### config.mk
export PLATFORM = sky130hd
export DESIGN_NAME = arc_triangle_fan_generator_unit
export DESIGN_NICKNAME = d
export VERILOG_FILES = /design/src/hdl/atfg_pkg.sv /design/src/hdl/arc_triangle_fan_generator_unit.sv
export SDC_FILE = /design/constraint.sdc
export NUM_CORES = 2
export LEC_CHECK = 0
export ABC_CLOCK_PERIOD_IN_PS = 18700
export BUFFER_PORTS_ARGS = -buffer_cell sky130_fd_sc_hd__buf_2
export CAP_MARGIN = 20
export CELL_PAD_IN_SITES_DETAIL_PLACEMENT = 1
export CELL_PAD_IN_SITES_GLOBAL_PLACEMENT = 1
export CORE_MARGIN = 2
export CORE_UTILIZATION = 54
export DETAILED_ROUTE_END_ITERATION = 10
export PLACE_DENSITY = 0.87
export SETUP_SLACK_MARGIN = 0.4
export SLEW_MARGIN = 20
export SYNTH_ARGS = -nofsm -noshare
export SYNTH_HDL_FRONTEND = slang
export SYNTH_SLANG_ARGS = --single-unit
### constraint.sdc
create_clock -name clk -period 18.7 [get_ports clk]
set_clock_uncertainty 0.05 [all_clocks]
set_input_delay 3.74 -clock clk [delete_from_list [all_inputs] [get_ports clk]]
set_output_delay 3.74 -clock clk [all_outputs]
set_load 0.03 [all_outputs]
### src/hdl/atfg_pkg.sv
// Shared constants and arithmetic helpers for the arc triangle fan generator.
// No dependencies; used by arc_triangle_fan_generator_unit and the testbench.
package atfg_pkg;

    localparam int MAX_SIDES    = 62;
    localparam int INDEX_BITS   = 16;
    localparam int COORD_BITS   = 24;
    localparam int ANGLE_BITS   = 16;
    localparam int CORDIC_STEPS = 16;

    localparam logic [1:0] MODE_FULL    = 2'd0;
    localparam logic [1:0] MODE_HALF    = 2'd1;
    localparam logic [1:0] MODE_QUARTER = 2'd2;
    localparam logic [1:0] MODE_UNUSED  = 2'd3;

    localparam logic signed [31:0] CORDIC_GAIN_INV = 32'sd652032874;

    // Arctangent of 2^-i in Q2.30 turn-scaled units.
    function automatic logic signed [31:0] cordic_atan(input logic [3:0] i);
        logic signed [31:0] a;
        case (i)
            4'd0:    a = 32'sd536870912;
            4'd1:    a = 32'sd316933406;
            4'd2:    a = 32'sd167458907;
            4'd3:    a = 32'sd85004756;
            4'd4:    a = 32'sd42667331;
            4'd5:    a = 32'sd21354465;
            4'd6:    a = 32'sd10679838;
            4'd7:    a = 32'sd5340245;
            4'd8:    a = 32'sd2670163;
            4'd9:    a = 32'sd1335087;
            4'd10:   a = 32'sd667544;
            4'd11:   a = 32'sd333772;
            4'd12:   a = 32'sd166886;
            4'd13:   a = 32'sd83443;
            4'd14:   a = 32'sd41722;
            default: a = 32'sd20861;
        endcase
        return a;
    endfunction

    // Rounds a Q2.30 CORDIC output to Q1.14 and clamps it to one.
    function automatic logic signed [15:0] round_q14(input logic signed [31:0] v);
        logic signed [32:0] s;
        logic signed [16:0] r;
        s = 33'(v) + 33'sd32768;
        r = 17'(s >>> 16);
        if (r > 17'sd16384)
            return 16'sd16384;
        else if (r < -17'sd16384)
            return -16'sd16384;
        return 16'(r);
    endfunction

    // Centre plus rounded offset, saturated to the coordinate range.
    function automatic logic signed [COORD_BITS-1:0] place(
        input logic signed [COORD_BITS-1:0] center,
        input logic signed [39:0]           prod
    );
        logic signed [40:0] rnd;
        logic signed [41:0] sum;
        rnd = 41'(prod) + 41'sd8192;
        sum = 42'(center) + 42'(rnd >>> 14);
        if (sum > 42'sd8388607)
            return 24'sh7FFFFF;
        else if (sum < -42'sd8388608)
            return 24'sh800000;
        return 24'(sum);
    endfunction

endpackage

### src/hdl/arc_triangle_fan_generator_unit.sv
// Arc triangle fan generator: one arc descriptor in, a triangle fan out.
// For each arc: a setup pass (the step divider, then the centre beat), then for each
// perimeter vertex: 16 CORDIC iterations, rounding, two multiplies, emit;
// plus a full circle's closing triangle. One arc at a time; a new arc is taken
// once the previous one is issued. The unused mode gives one empty last beat.
// Reset (rst_n, asynchronous) clears the sequencer, output valid and vertex
// counter.
module arc_triangle_fan_generator_unit
    import atfg_pkg::*;
(
    input  logic                  clk,
    input  logic                  rst_n,
    input  logic                  in_valid,
    output logic                  in_ready,
    input  logic [1:0]            mode,
    input  logic [22:0]           radius,
    input  logic [7:0]            side_count,
    input  logic [15:0]           rotation,
    input  logic signed [23:0]    center_x,
    input  logic signed [23:0]    center_y,
    input  logic [31:0]           color,
    output logic                  out_valid,
    input  logic                  out_ready,
    output logic                  has_vertex,
    output logic [15:0]           vertex_index,
    output logic signed [23:0]    pos_x,
    output logic signed [23:0]    pos_y,
    output logic [31:0]           vertex_color,
    output logic                  has_triangle,
    output logic [15:0]           tri_a,
    output logic [15:0]           tri_b,
    output logic [15:0]           tri_c,
    output logic                  last
);

    typedef enum logic [3:0] {
        S_IDLE, S_DIV, S_CENTER, S_START, S_CORDIC, S_ROUND,
        S_MULX, S_MULY, S_VERT, S_CLOSE, S_NULL
    } state_t;

    state_t                state_reg;
    logic [15:0]           next_vertex_reg, base_reg;
    logic [1:0]            mode_reg;
    logic [22:0]           radius_reg;
    logic [15:0]           rot_reg;
    logic signed [23:0]    cx_reg, cy_reg;
    logic [31:0]           color_reg;
    logic [5:0]            n_reg;
    logic [6:0]            count_reg, i_reg;
    logic [4:0]            div_cnt_reg;
    logic [6:0]            rem_reg;
    logic [16:0]           qd_reg, frac_reg;
    logic [5:0]            rd_reg, r_reg;
    logic [1:0]            quad_reg;
    logic signed [31:0]    x_reg, y_reg, z_reg;
    logic [3:0]            step_reg;
    logic signed [15:0]    tc_reg, ts_reg;
    logic signed [39:0]    prod_reg;
    logic signed [23:0]    px_reg;

    logic                  ov_reg, hv_reg, ht_reg, last_reg;
    logic [15:0]           vi_reg, ta_reg, tb_reg, tc_idx_reg;
    logic signed [23:0]    ox_reg, oy_reg;
    logic [31:0]           ocol_reg;

    logic                  slot_free;
    logic                  emit_beat;
    logic [5:0]            n_clamp;
    logic [16:0]           dividend;
    logic [7:0]            rem_shift;
    logic [6:0]            r_sum;
    logic [15:0]           ang;
    logic signed [15:0]    cc, ss, mul_a;
    logic signed [39:0]    prod;
    logic [15:0]           k_idx;

    assign slot_free = !ov_reg || out_ready;
    assign in_ready  = (state_reg == S_IDLE);
    assign emit_beat = slot_free && (state_reg inside {S_CENTER, S_VERT, S_CLOSE, S_NULL});

    always_comb
    begin
        if (side_count > 8'(MAX_SIDES))
            n_clamp = 6'(MAX_SIDES);
        else if (mode == MODE_QUARTER && side_count == 8'd0)
            n_clamp = 6'd1;
        else if (mode != MODE_QUARTER && side_count < 8'd3)
            n_clamp = 6'd3;
        else
            n_clamp = side_count[5:0];
    end

    // Arc span 2^(16-mode) angle units (1/65536 turn), divided by n once per arc into quotient and remainder.
    assign dividend  = 17'h10000 >> mode_reg;
    assign rem_shift = {rem_reg, dividend[div_cnt_reg]};
    assign r_sum     = {1'b0, r_reg} + {1'b0, rd_reg};

    assign ang = frac_reg[15:0] + ((mode_reg == MODE_FULL) ? 16'd0 : rot_reg);

    always_comb
    begin
        cc = round_q14(x_reg);
        ss = round_q14(y_reg);
    end

    assign mul_a = (state_reg == S_MULX) ? tc_reg : ts_reg;
    assign prod  = 40'(mul_a) * 40'($signed({17'd0, radius_reg}));
    assign k_idx = base_reg + 16'(i_reg) + 16'd1;

    always_ff @(posedge clk or negedge rst_n)
    begin
        if (!rst_n)
        begin
            state_reg       <= S_IDLE;
            next_vertex_reg <= '0;
            ov_reg          <= 1'b0;
        end
        else
        begin
            if (ov_reg && out_ready && !emit_beat)
                ov_reg <= 1'b0;
            case (state_reg)
                S_IDLE:
                begin
                    if (in_valid)
                    begin
                        mode_reg    <= mode;
                        radius_reg  <= radius;
                        rot_reg     <= rotation;
                        cx_reg      <= center_x;
                        cy_reg      <= center_y;
                        color_reg   <= color;
                        n_reg       <= n_clamp;
                        base_reg    <= next_vertex_reg;
                        div_cnt_reg <= 5'd16;
                        rem_reg     <= '0;
                        qd_reg      <= '0;
                        if (mode == MODE_UNUSED)
                            state_reg <= S_NULL;
                        else
                        begin
                            count_reg <= (mode == MODE_FULL) ? 7'(n_clamp)
                                                             : 7'(n_clamp) + 7'd1;
                            next_vertex_reg <= next_vertex_reg + 16'(n_clamp)
                                + ((mode == MODE_FULL) ? 16'd1 : 16'd2);
                            state_reg <= S_DIV;
                        end
                    end
                end
                S_DIV:
                begin
                    if (rem_shift >= {2'b0, n_reg})
                    begin
                        rem_reg <= 7'(rem_shift - {2'b0, n_reg});
                        qd_reg  <= {qd_reg[15:0], 1'b1};
                    end
                    else
                    begin
                        rem_reg <= rem_shift[6:0];
                        qd_reg  <= {qd_reg[15:0], 1'b0};
                    end
                    if (div_cnt_reg == 5'd0)
                        state_reg <= S_CENTER;
                    div_cnt_reg <= div_cnt_reg - 5'd1;
                end
                S_CENTER:
                begin
                    rd_reg   <= rem_reg[5:0];
                    frac_reg <= '0;
                    r_reg    <= '0;
                    i_reg    <= '0;
                    if (slot_free)
                    begin
                        ov_reg     <= 1'b1;
                        hv_reg     <= 1'b1;
                        vi_reg     <= base_reg;
                        ox_reg     <= cx_reg;
                        oy_reg     <= cy_reg;
                        ocol_reg   <= color_reg;
                        ht_reg     <= 1'b0;
                        ta_reg     <= '0;
                        tb_reg     <= '0;
                        tc_idx_reg <= '0;
                        last_reg   <= 1'b0;
                        state_reg  <= S_START;
                    end
                end
                S_START:
                begin
                    quad_reg  <= ang[15:14];
                    x_reg     <= CORDIC_GAIN_INV;
                    y_reg     <= '0;
                    z_reg     <= $signed({2'b00, ang[13:0], 16'd0});
                    step_reg  <= '0;
                    state_reg <= S_CORDIC;
                end
                S_CORDIC:
                begin
                    if (!z_reg[31])
                    begin
                        x_reg <= x_reg - (y_reg >>> step_reg);
                        y_reg <= y_reg + (x_reg >>> step_reg);
                        z_reg <= z_reg - cordic_atan(step_reg);
                    end
                    else
                    begin
                        x_reg <= x_reg + (y_reg >>> step_reg);
                        y_reg <= y_reg - (x_reg >>> step_reg);
                        z_reg <= z_reg + cordic_atan(step_reg);
                    end
                    step_reg <= step_reg + 4'd1;
                    if (step_reg == 4'(CORDIC_STEPS - 1))
                        state_reg <= S_ROUND;
                end
                S_ROUND:
                begin
                    case (quad_reg)
                        2'd0:    begin tc_reg <= cc;  ts_reg <= ss;  end
                        2'd1:    begin tc_reg <= -ss; ts_reg <= cc;  end
                        2'd2:    begin tc_reg <= -cc; ts_reg <= -ss; end
                        default: begin tc_reg <= ss;  ts_reg <= -cc; end
                    endcase
                    state_reg <= S_MULX;
                end
                S_MULX:
                begin
                    prod_reg  <= prod;
                    state_reg <= S_MULY;
                end
                S_MULY:
                begin
                    px_reg    <= place(cx_reg, prod_reg);
                    prod_reg  <= prod;
                    state_reg <= S_VERT;
                end
                S_VERT:
                begin
                    if (slot_free)
                    begin
                        ov_reg     <= 1'b1;
                        hv_reg     <= 1'b1;
                        vi_reg     <= k_idx;
                        ox_reg     <= px_reg;
                        oy_reg     <= place(cy_reg, prod_reg);
                        ocol_reg   <= color_reg;
                        ht_reg     <= (i_reg != 7'd0);
                        ta_reg     <= (i_reg != 7'd0) ? base_reg : 16'd0;
                        tb_reg     <= (i_reg != 7'd0) ? k_idx - 16'd1 : 16'd0;
                        tc_idx_reg <= (i_reg != 7'd0) ? k_idx : 16'd0;
                        last_reg   <= (mode_reg != MODE_FULL) &&
                                      (i_reg + 7'd1 == count_reg);
                        // Next angle: add the step quotient, carry the remainder.
                        if (r_sum >= {1'b0, n_reg})
                        begin
                            r_reg    <= 6'(r_sum - {1'b0, n_reg});
                            frac_reg <= frac_reg + qd_reg + 17'd1;
                        end
                        else
                        begin
                            r_reg    <= r_sum[5:0];
                            frac_reg <= frac_reg + qd_reg;
                        end
                        i_reg <= i_reg + 7'd1;
                        if (i_reg + 7'd1 == count_reg)
                            state_reg <= (mode_reg == MODE_FULL) ? S_CLOSE : S_IDLE;
                        else
                            state_reg <= S_START;
                    end
                end
                S_CLOSE:
                begin
                    if (slot_free)
                    begin
                        ov_reg     <= 1'b1;
                        hv_reg     <= 1'b0;
                        vi_reg     <= '0;
                        ox_reg     <= '0;
                        oy_reg     <= '0;
                        ocol_reg   <= '0;
                        ht_reg     <= 1'b1;
                        ta_reg     <= base_reg;
                        tb_reg     <= base_reg + 16'(n_reg);
                        tc_idx_reg <= base_reg + 16'd1;
                        last_reg   <= 1'b1;
                        state_reg  <= S_IDLE;
                    end
                end
                S_NULL:
                begin
                    if (slot_free)
                    begin
                        ov_reg     <= 1'b1;
                        hv_reg     <= 1'b0;
                        vi_reg     <= '0;
                        ox_reg     <= '0;
                        oy_reg     <= '0;
                        ocol_reg   <= '0;
                        ht_reg     <= 1'b0;
                        ta_reg     <= '0;
                        tb_reg     <= '0;
                        tc_idx_reg <= '0;
                        last_reg   <= 1'b1;
                        state_reg  <= S_IDLE;
                    end
                end
                default:
                    state_reg <= S_IDLE;
            endcase
        end
    end

    assign out_valid    = ov_reg;
    assign has_vertex   = hv_reg;
    assign vertex_index = vi_reg;
    assign pos_x        = ox_reg;
    assign pos_y        = oy_reg;
    assign vertex_color = ocol_reg;
    assign has_triangle = ht_reg;
    assign tri_a        = ta_reg;
    assign tri_b        = tb_reg;
    assign tri_c        = tc_idx_reg;
    assign last         = last_reg;

    a_leave_idle: assert property (@(posedge clk) disable iff (!rst_n)
        in_valid && in_ready |=> !in_ready)
        else $error("sequencer stayed idle after taking an arc");

    a_no_vertex_zero: assert property (@(posedge clk) disable iff (!rst_n)
        out_valid && !has_vertex |-> vertex_index == 16'd0 && pos_x == 24'sd0)
        else $error("beat without a vertex carries vertex data");

    a_rem_range: assert property (@(posedge clk) disable iff (!rst_n)
        state_reg == S_CORDIC |-> r_reg < n_reg && rd_reg < n_reg)
        else $error("angle remainder out of range");

endmodule

## Word-level counts from Yosys, hierarchy flattened

Memory sizes are Yosys's and may differ from the RTL's. A register that Yosys moved wholly into a read port is not among the register bits.
Index checks and enable logic that the tools add are counted.

- Input bits: 133
- Register bits: 581
- Bits in read-only memories: 960
- Memories: 2

- Equal/unequal tests: 26
- Muxes and demuxes: 108
- Shift-type cells: 3
- Magnitude comparators: 13
- Bitwise operators: 1
- Multiply operators: 1
- Reduce and logical (&&, ||, !) cells: 44
- Add/subtract/negate cells: 30

Memory list:

| memory | words | width | read ports | clocked after memory_dff | wr ports | RTL line | source |
|---|---|---|---|---|---|---|---|
| (no name shown) | 16 | 30 | 1 | 1 | 0 | atfg_pkg.sv:21 | `case (i)` |
| (no name shown) | 16 | 30 | 1 | 1 | 0 | atfg_pkg.sv:21 |  |

Operators with widths:

| cell | count |
|---|---|
| 16-bit two-way mux | 19 |
| 32-bit two-way mux | 9 |
| 16-bit one-hot mux with 3 select lines | 6 |
| 24-bit two-way mux | 11 |
| 32-bit one-hot mux with 2 select lines | 4 |
| 24-bit one-hot mux with 3 select lines | 2 |
| 32-bit adder | 3 |
| 32-bit subtractor | 3 |
| 17-bit one-hot mux with 2 select lines | 2 |
| 32-bit by 17-bit adder with 33-bit output (second input constant) | 2 |
| 32-bit by 4-bit >>> shifter with 32-bit output | 2 |
| 24-bit by 27-bit adder with 28-bit output | 2 |
| 28-bit by 24-bit > comparator with 1-bit output (second input constant) | 2 |
| 28-bit by 24-bit less-than comparator with 1-bit output (second input constant) | 2 |
| 17-bit two-way mux | 3 |
| 4-bit two-way mux | 11 |
| 40-bit by 15-bit adder with 41-bit output (second input constant) | 1 |
| 16-bit by 24-bit multiplier with 40-bit output | 1 |
| 4-bit one-hot mux with 10 select lines | 1 |
| 6-bit two-way mux | 6 |
| 17-bit by 16-bit > comparator with 1-bit output (second input constant) | 2 |
| 17-bit by 15-bit less-than comparator with 1-bit output (second input constant) | 2 |
| 16-bit by 1-bit adder with 16-bit output (second input constant) | 2 |
| 16-bit by 6-bit adder with 16-bit output | 2 |
| other kinds (59) | 126 |

## Logic depth before layout (Yosys ltp)

- Depth in word-level cells: 10
- Depth in mapped cells: 29
- Gate-level depth less buffers: 26

## Least setup slack after synthesis

Ideal clock, no wire load.

- Path kind: input to register
- Start: in rst_n
- End: reg div_cnt_reg[0] (enable)
- Stages on the path: 4
- Setup slack: 7.473 ns
- Setup time: 0.384 ns
- Arrival: 10.793 ns
- Required time: 18.266 ns
- Buffers on the path: 1
- Cells stage by stage: clkbuf_1 > nand2_1 > nor2_1 > a21o_1

- Longest elaborated chain between the ends: 1

RTL lines:

| item | RTL line | source |
|---|---|---|
| start, declared | arc_triangle_fan_generator_unit.sv:12 | `input logic rst_n,` |
| 3-bit AND reduction (no source line) | -- |  |
| end signal, assigned | arc_triangle_fan_generator_unit.sv:164 | `div_cnt_reg <= div_cnt_reg - 5'd1;` |
| end, declared | arc_triangle_fan_generator_unit.sv:50 | `logic [4:0] div_cnt_reg;` |

No other way between the ends.
A chain may end at the register's enable or synchronous reset.

## Worst setup path after layout

- Start: reg state_reg[1]
- End: reg prod_reg[38], data pin

- Longest elaborated chain between the ends: 3

RTL lines:

| item | RTL line | source |
|---|---|---|
| start, declared | arc_triangle_fan_generator_unit.sv:41 | `state_t state_reg;` |
| start signal, assigned | arc_triangle_fan_generator_unit.sv:265 | `state_reg <= (mode_reg == MODE_FULL) ? S_CLOSE : S_IDLE;` |
| 4-bit by 3-bit == test with 1-bit output | arc_triangle_fan_generator_unit.sv:106 | `assign mul_a = (state_reg == S_MULX) ? tc_reg : ts_reg;` |
| 16-bit two-way mux | arc_triangle_fan_generator_unit.sv:106 |  |
| 16-bit by 24-bit multiplier with 40-bit output | arc_triangle_fan_generator_unit.sv:107 | `assign prod = 40'(mul_a) * 40'($signed({17'd0, radius_reg}));` |
| via prod[38] | arc_triangle_fan_generator_unit.sv:74 | `logic signed [39:0] prod;` |
| end signal, assigned | arc_triangle_fan_generator_unit.sv:227 | `prod_reg <= prod;` |
| end signal, assigned | arc_triangle_fan_generator_unit.sv:233 | `prod_reg <= prod;` |
| end, declared | arc_triangle_fan_generator_unit.sv:58 | `logic signed [39:0] prod_reg;` |

The timed path passes the listed nets, and every way through them passes these cells.

==> impl_metrics.yaml <==
setup_path:
  arrival_ps: 9070
  crit_type: "register to register"
  cp_common_cell: "fa_1"
  crit_family: "adder cells"
  cp_slowest_cell: "mux2i_2"
  setup.worst_path.start_class: "register"
  worst_setup_path_end_kind: "register"
  required_ps: 19070
  critical_path_peak_fanout: 17
  slowest_delay_ps: 740
  r2r_cells: 26
  crit_cells: 26
  crit_buf_inv: 6
global_route:
  antenna_found_initial: 8
  grt_max_degree: 93
  grt_pass1_vias: 47300
  grt_first_pass_wirelength_mm: 271
  grtUsageTotal_pct: 33.7
  gr-total-overflow: 0
die:
  die_w_um: 319
  row_count: 115
  coreArea_um2: 98300
  start_util_pct: 54.4
  die_h_um: 319
  ios: 282
  die-area_um2: 101000
timing:
  fin_crit_ps: 8690
  setup_viol: 0
  finalMaxSlewViolations: 0
  tns_ps: 0
  worst_pin_slew_ps: 1110
  worst_slack_ps: 10010
  relSlewSlack_pct: 24.8
  rsz0062_at_grt: "false"
  max_freq_mhz: 115
  hold_viol_final: 0
  finalCritPeriodShare_pct: 46.5
synthesis:
  synth.largest_area_cell: "edfxtp_1"
  ys_warn_count: 0
  synth_edf_count: 545
  synth_seq_area_share_pct: 32.7
  synth_top_cells_by_count: "edfxtp_1 (545), nand2_1 (517), inv_1 (506)"
  syn_avg_cell_area_um2: 9.82
  ys.flop_type: "edfxtp_1"
  synthArstFlopShare_pct: 3.52
  ys_seq_elements: 596
  synth_cells: 5439
  synth_top_area_share_pct: 30.6
  yosysMostFrequentCell: "edfxtp_1"
  synthTopCellsByArea: "edfxtp_1 (31%), fa_1 (11%), ha_1 (8.8%), mux4_2 (3.8%), xnor2_1 (3.8%)"
  synth_nets: 6252
  netlist_area_um2: 53400
  synth.distinct_cells: 99
route:
  drtPass1Iterations: 6
  drtIter0Drc: 3556
  via_count: 43800
  wirelength_mm: 173
  drtAntennaViolNets: 0
  post-route-drc-count: 0
  wire_per_inst_um: 24.9
  viasPerCell: 6.30
placed_design:
  gp_congestion: 0.921
  place_ws_ps: 10010
  portBuffers: 281
  dpl.hpwl_mm: 125
  dpl-instance-area_um2: 55900
run:
  cap_violations: 0
final_layout:
  area_delta_synth_final_pct: 9.41
  drive_above_1_share_pct: 11.6
  finalInstanceArea_um2: 58500
  utilization_pct: 59.5
  nets: 6410
clocking:
  cts-root-buf: "clkbuf_16"
  clk_latency_ps: 670
  cts_buffer_depth: 3
  cts_resized: 0
  postCtsSetupBuffers: 0
  cts_hold_buffers: 0
  path_clk_slew_ps: 60
  cts-buffers-inserted: 72
  cts_tree: "yes"
  cts_sinks: 596
  htreeDepth: 3
run_status:
  outcome: "finished clean"
worst_hold_path:
  hold_path.class: "register to register"
  min_path_cells: 0
## logic make-up (layout without fill, tap and decap cells)
family          Yosys count  after routing  synth area share (%)
simple gates           1715           1715                  15.6
compound gates         1080           1080                  13.0
buf+inv                 754            972                  5.44
fa+ha+maj               680            680                  20.2
flops                   596            596                  32.7
xor+xnor                413            413                  6.80
mux                     201            201                  6.17
other cells               0              8                     0
## per-stage QoR
step	hold slack [ps]	instances
global route	447	6951
finish	426	6952
global placement	407	6808
CTS	427	6942
detailed placement	413	6808
floorplan	391	5439
## cells in the final DEF (no fill, tap or decap), types with 35 or more instances in the layout
cell type,instances
edfxtp_1,545
fa_1,306
a211oi_1,44
mux2_2,48
mux4_2,90
mux2i_1,55
a21o_1,103
nor2b_1,83
o211ai_1,35
xnor2_1,230
clkbuf_16,76
xor2_1,182
ha_1,374
nand3_1,94
and3_1,69
nor3_1,106
inv_1,505
and2_1,208
nand2_1,514
a31oi_1,56
o21a_1,35
a21oi_1,294
buf_4,43
buf_2,281
o21ai_0,238
nand2b_1,53
nor2_1,394
## path summary, 6_finish.rpt
kind | start | endpoint | slack [ps]
hold reg to reg | next_vertex_reg[15] | base_reg[15] | 430
min in group asynchronous | rst_n | next_vertex_reg[13] | 3090
setup reg to reg | state_reg[1] | prod_reg[38] | 10010
setup / recovery | state_reg[1] | prod_reg[38] | 10010
hold / removal | next_vertex_reg[15] | base_reg[15] | 430
max in group asynchronous | rst_n | next_vertex_reg[4] | 15130
## per-layer routing
| metal | part of all wire, % | track usage (%) | vias to the layer above |
|---|---|---|---|
| li1 | - | - | 19400 |
| met1 | 38 | 40.2 | 22000 |
| met2 | 50 | 58.7 | 1793 |
| met3 | 6.3 | 5.28 | 538 |
| met4 | 5.8 | 17.9 | 2 |
| met5 | 0.0075 | 0 | - |
## layout make-up
cell class / instances / area [um2]
well taps: 1287 / 1610
fillers: 10800 / 39800
inverters: 512 / 1920
multi-input cells: 4089 / 33100
clock buffers: 91 / 2020
diodes: 8 / 20.0
clock inverters: 43 / 503
repair buffers: 326 / 1760
flip-flops and latches: 596 / 17500
## worst register-to-register path: cells and delay by family, from the launching register on
family,cells,cell delay [ps]
adder cells (fa/ha/maj),7,3660
AO/OA/AOI/OAI,8,1470
buffers and inverters,6,930
AND/OR/NAND/NOR,3,860
multiplexers,1,760
flip-flops,1,630
XOR/XNOR,1,100
Power is not shown: default switching activity piles up to over one toggle a cycle in this logic, so the estimate is an artifact.
